$ cat src/sv/sed_cell.sv
`timescale 1ns / 1ps
// sed_cell: one column cell of the systolic row, holds a reference symbol and
// one distance entry, passes the wavefront to its right-hand neighbour
// no package dependencies

module sed_cell #(
    parameter int IDX = 1,
    parameter int DW  = 11,
    parameter int SW  = 32
) (
    input  logic          i_clk,
    input  logic          i_rst_n,
    input  logic          i_clr,
    input  logic          i_load_en,
    input  logic [DW-1:0] i_ref_len,
    input  logic [SW-1:0] i_load_sym,
    input  logic          i_wv,
    input  logic [SW-1:0] i_wsym,
    input  logic [DW-1:0] i_wnew,
    input  logic [DW-1:0] i_wold,
    output logic          o_wv,
    output logic [SW-1:0] o_wsym,
    output logic [DW-1:0] o_wnew,
    output logic [DW-1:0] o_wold
);

    logic          r_active;
    logic [SW-1:0] r_sym;
    logic [DW-1:0] r_d;
    logic          r_wv;
    logic [SW-1:0] r_wsym;
    logic [DW-1:0] r_wnew;
    logic [DW-1:0] r_wold;

    logic [DW:0]   up_c;
    logic [DW:0]   left_c;
    logic [DW:0]   diag_c;
    logic [DW:0]   min_ab;
    logic [DW:0]   min_all;
    logic          load_here;

    assign load_here = i_load_en && (i_ref_len == DW'(IDX - 1));

    always_comb begin
        up_c    = {1'b0, r_d} + (DW+1)'(1);
        left_c  = {1'b0, i_wnew} + (DW+1)'(1);
        diag_c  = {1'b0, i_wold} + (DW+1)'(r_sym != i_wsym);
        min_ab  = (up_c < left_c) ? up_c : left_c;
        min_all = (min_ab < diag_c) ? min_ab : diag_c;
    end

    always_ff @(posedge i_clk) begin
        if (!i_rst_n || i_clr) begin
            r_active <= 1'b0;
            r_d      <= DW'(IDX);
            r_wv     <= 1'b0;
        end else begin
            r_wv <= i_wv;
            if (load_here) begin
                r_active <= 1'b1;
            end
            if (i_wv && r_active) begin
                r_d <= min_all[DW-1:0];
            end
        end
    end

    always_ff @(posedge i_clk) begin
        if (load_here) begin
            r_sym <= i_load_sym;
        end
        // past the loaded part the column value rides through unchanged
        if (i_wv) begin
            r_wsym <= i_wsym;
            if (r_active) begin
                r_wnew <= min_all[DW-1:0];
                r_wold <= r_d;
            end else begin
                r_wnew <= i_wnew;
                r_wold <= i_wold;
            end
        end
    end

    assign o_wv   = r_wv;
    assign o_wsym = r_wsym;
    assign o_wnew = r_wnew;
    assign o_wold = r_wold;

endmodule

$ cat config.mk
export PLATFORM = sky130hd
export DESIGN_NAME = sed_cell
export DESIGN_NICKNAME = d
export VERILOG_FILES = /design/src/sv/sed_cell.sv
export SDC_FILE = /design/constraint.sdc
export NUM_CORES = 1
export LEC_CHECK = 0
export BUFFER_PORTS_ARGS = -buffer_cell sky130_fd_sc_hd__buf_2
export CAP_MARGIN = 5
export CORE_MARGIN = 5
export CORE_UTILIZATION = 43
export CTS_BUF_LIST = sky130_fd_sc_hd__clkbuf_4
export DETAILED_ROUTE_END_ITERATION = 12
export GPL_TIMING_DRIVEN = 0
export MAX_ROUTING_LAYER = met4
export PLACE_DENSITY = 0.67
export SETUP_SLACK_MARGIN = 0.5
export SYNTH_ARGS = -nofsm -noshare
export SYNTH_HDL_FRONTEND = slang
export SYNTH_SLANG_ARGS = --single-unit
$ cat constraint.sdc
create_clock -name i_clk -period 7.8 [get_ports i_clk]
set_input_delay 1.17 -clock i_clk [delete_from_list [all_inputs] [get_ports i_clk]]
set_output_delay 1.17 -clock i_clk [all_outputs]
set_load 0.03 [all_outputs]
==> key figures <==
Floorplan
  • Core area: 11500 sq um
  • Ports: 157
  • Die ar.: 14200 sq um
  • Starting density of the core: 44.4%
  • Die Span X: 119 um
  • Die height: 119 um
  • # rows: 39

STA
  • Rel. slew slack: 15.2%
  • RSZ-0062 raised after global routing: false
  • Final period util: about four fifths
  • Final setup fails: 0
  • Final Skew: 13.2 ps
  • Worst hold slack: roughly 600 ps
  • Final worst setup slack: 1480 ps
  • Hold Fails Final Rpt: 0
  • Final min period: 6320 ps
  • Pins over their slew limit: 0
  • Fmax: roughly 160 MHz
  • Tightest Pin Transition: ~1300 ps
  • Setup TNS Final: 0 ps

Clocking
  • Post-cts resize count: 0
  • Clock sinks: 99
  • Setup repair bufs after CTS: 0
  • Clock-pin slew on the worst setup and hold paths: 140 ps
  • CTS H-tree lvls: 3
  • Root buf cell: clkbuf_4
  • CTS Hold Bufs: 0
  • Latest clock arrival within the worst-skew pair: 430 ps
  • TritonCTS clock tree: built
  • CTS buffer count: 9
  • CTS Buffer Depth: 2

Drt
  • DR vias: approximately 3700
  • DRC: 0
  • Final ANT Viol Nets: 0
  • Final WL: approximately 13 mm
  • Drt via density: 5.20
  • Wirelength per Cell: about 17 um
  • Drt pass-1 iters: 6
  • DRT iter0 DRCs: 273

Global route
  • First-pass GRT wire length: 19.5 mm
  • Number of global-route vias before repair: between 3000 and 4000
  • Total GRT Usage: 17.9%
  • Largest net degree at the start of global routing: 58
  • Initial antenna violation count: 1
  • Total congestion overflow: 0

Cells and area
  • Most frequent cells in the layout: buf_2, edfxtp_1, xnor2_1, inv_1, ha_1
  • Final std cells w/o fill: 721
  • Commonest non-fill, non-tap cell in the layout: buf_2
  • Final #Nets: between 600 and 700
  • Share of layout cells above drive strength 1: 35.0%
  • Area Growth Syn to Fin: 21.1%

Hold path
  • Min-delay src: r_d[4]$_SDFFE_PP0P_
  • Hold path depth: 1
  • Hold EP: r_d[4]$_SDFFE_PP0P_
  • HP Class: reg -> reg

Placed design
  • Placed Cells: 704
  • Detail Placement HPWL: just over 10 mm
  • Pre-CTS setup slack: 1070 ps
  • GP Congestion: 0.908
  • PortBufs: about 160

Synth
  • Register area share after synthesis: 55.6%
  • Avg Cell Area, Syn: between 10 and 15 sq um
  • Primary FF master, synth: edfxtp_1
  • Synthesized netlist net count: 531
  • Synth warnings: 0
  • EDFF count, synth: 86
  • Gate Count Post-Synth: 405
  • Synth async-reset ratio: 0%
  • Synth unique cells: 48
  • #FFs+latches synth: 99
  • Syn Std Cell Area: 5110 sq um

Setup path
  • CP max FO: 10
  • Critical path buffers and inverters: 4
  • R2R cell count: 25
  • Top cell by count, worst path: a21o_1
  • Worst Path Arrival: 6510 ps
  • RR Startpoint: r_d[2]$_SDFFE_PP0P_
  • R2r setup slk: about 1900 ps
  • WP data required: 7990 ps
  • CP peak stage delay: between 300 and 400 ps
  • CP Launch Type: input pin
  • Crit-path slowest cell: mux2_1
  • Crit-path leading delay family: compound AO/OA/AOI/OAI gates
  • FF-to-FF End: o_wnew[4]$_DFFE_PP_
  • Critical path type: in -> reg
  • Setup crit end kind: register

Power and ir drop
  • Internal power: ~0.0007 W
  • Leakage: ~2.6 nW
  • Sequential share of power: 60.8%
  • Power Density: 161 nW/um^2
  • Gate power share: 15.7%
  • Max VDD drop: 0.134 mV
  • Power, Total: 0.000995 W
  • Clock power frac: between 20% and 30%
  • Switching Power: 0.000273 W
  • Sw Ratio: 27.5%

Run status
  • Status: complete, no violations

Flow run
  • Max-Cap Viols: 0
## registers in the layout, summed over array words and instances (netlist names)
signal and cells:
o_wv 1, r_active 1, o_wsym 32, r_d 11, o_wold 11, o_wnew 11
r_sym 32
## per-stage QoR
stage	util [%]	cell area, sq um
after floorplan	-	5110
after global placement	52.7	6070
after detailed placement	52.7	6070
after CTS	53.8	6190
after global routing	53.8	6190
final	53.8	6190
## power by group through the flow
stage               combinational (W)  clock [W]  sequential (W)
floorplan                   0.0000367          0        0.000665
global placement             0.000154          0        0.000617
detailed placement           0.000156          0        0.000617
CTS                          0.000157   0.000244        0.000606
global route                 0.000167   0.000266        0.000608
finish                       0.000156   0.000234        0.000605
## per-layer routing
layer / vias up / track usage [%] / share of wire [%]
met2: 128 / 28.8 / 48
met5: - / - / 0
met3: 7 / 3.98 / 6.3
met4: 0 / 3.04 / 0.67
li1: 1844 / - / -
met1: 1767 / 23.8 / 45
## cells in the mapped netlist (all sizes together), types with 8 or more instances
master	number	share of area, %
nand2	17	1.2
edfxtp	86	51
o21ai	10	0.98
xor2	15	2.6
nand4	14	1.7
xnor2	43	7.5
mux2i	14	2.7
a21oi	15	1.5
dfxtp	13	5.1
mux2	22	5.1
nor2	14	1.0
a21o	8	1.2
inv	26	1.9
nand3	22	2.2
ha	24	5.9
## how the worst max path moves through the flow
stage | start | endpoint | slack, ps | depth (start not counted)
after floorplan | i_wnew[0] | o_wnew[4]$_DFFE_PP_ | 1970 | 25
after global placement | i_wnew[0] | o_wnew[4]$_DFFE_PP_ | 1060 | 26
after detailed placement | i_wnew[0] | o_wnew[4]$_DFFE_PP_ | 1070 | 26
after CTS | i_wnew[0] | o_wnew[4]$_DFFE_PP_ | 1530 | 26
after global routing | i_wnew[0] | o_wnew[4]$_DFFE_PP_ | 1090 | 26
final | i_wnew[0] | o_wnew[4]$_DFFE_PP_ | 1480 | 26
## cell families (layout without fill, tap and decap cells)
family                   count (synthesis)  after routing  share of synthesized area (%)
other                                    0              1                              0
flip-flops                              99             99                           55.6
adder cells (fa/ha/maj)                 24             24                           5.87
AO/OA/AOI/OAI                           56             56                           7.54
AND/OR/NAND/NOR                         96             96                           10.0
XOR/XNOR                                58             58                           10.1
multiplexers                            36             36                           7.88
buffers and inverters                   36            208                           3.03
## worst register-to-register path: cells and delay by family, from the launching register on
kind / cells / cell delay [ps]
simple gates: 3 / 580
buf+inv: 4 / 530
compound gates: 12 / 2320
mux: 3 / 1000
xor+xnor: 1 / 220
fa+ha+maj: 2 / 570
flops: 1 / 480
## area by class of cell
type	instances	area [sq um]
clock inverter	7	50.0
clock buffer	9	67.6
timing repair buffer	156	781
multi-input combinational	270	2120
tap	143	179
sequential	99	2840
buffer	10	57.6
fill	1042	5320
antenna	1	2.50
inverter	26	97.6
Note: power is estimated with default switching activity, not from simulation.
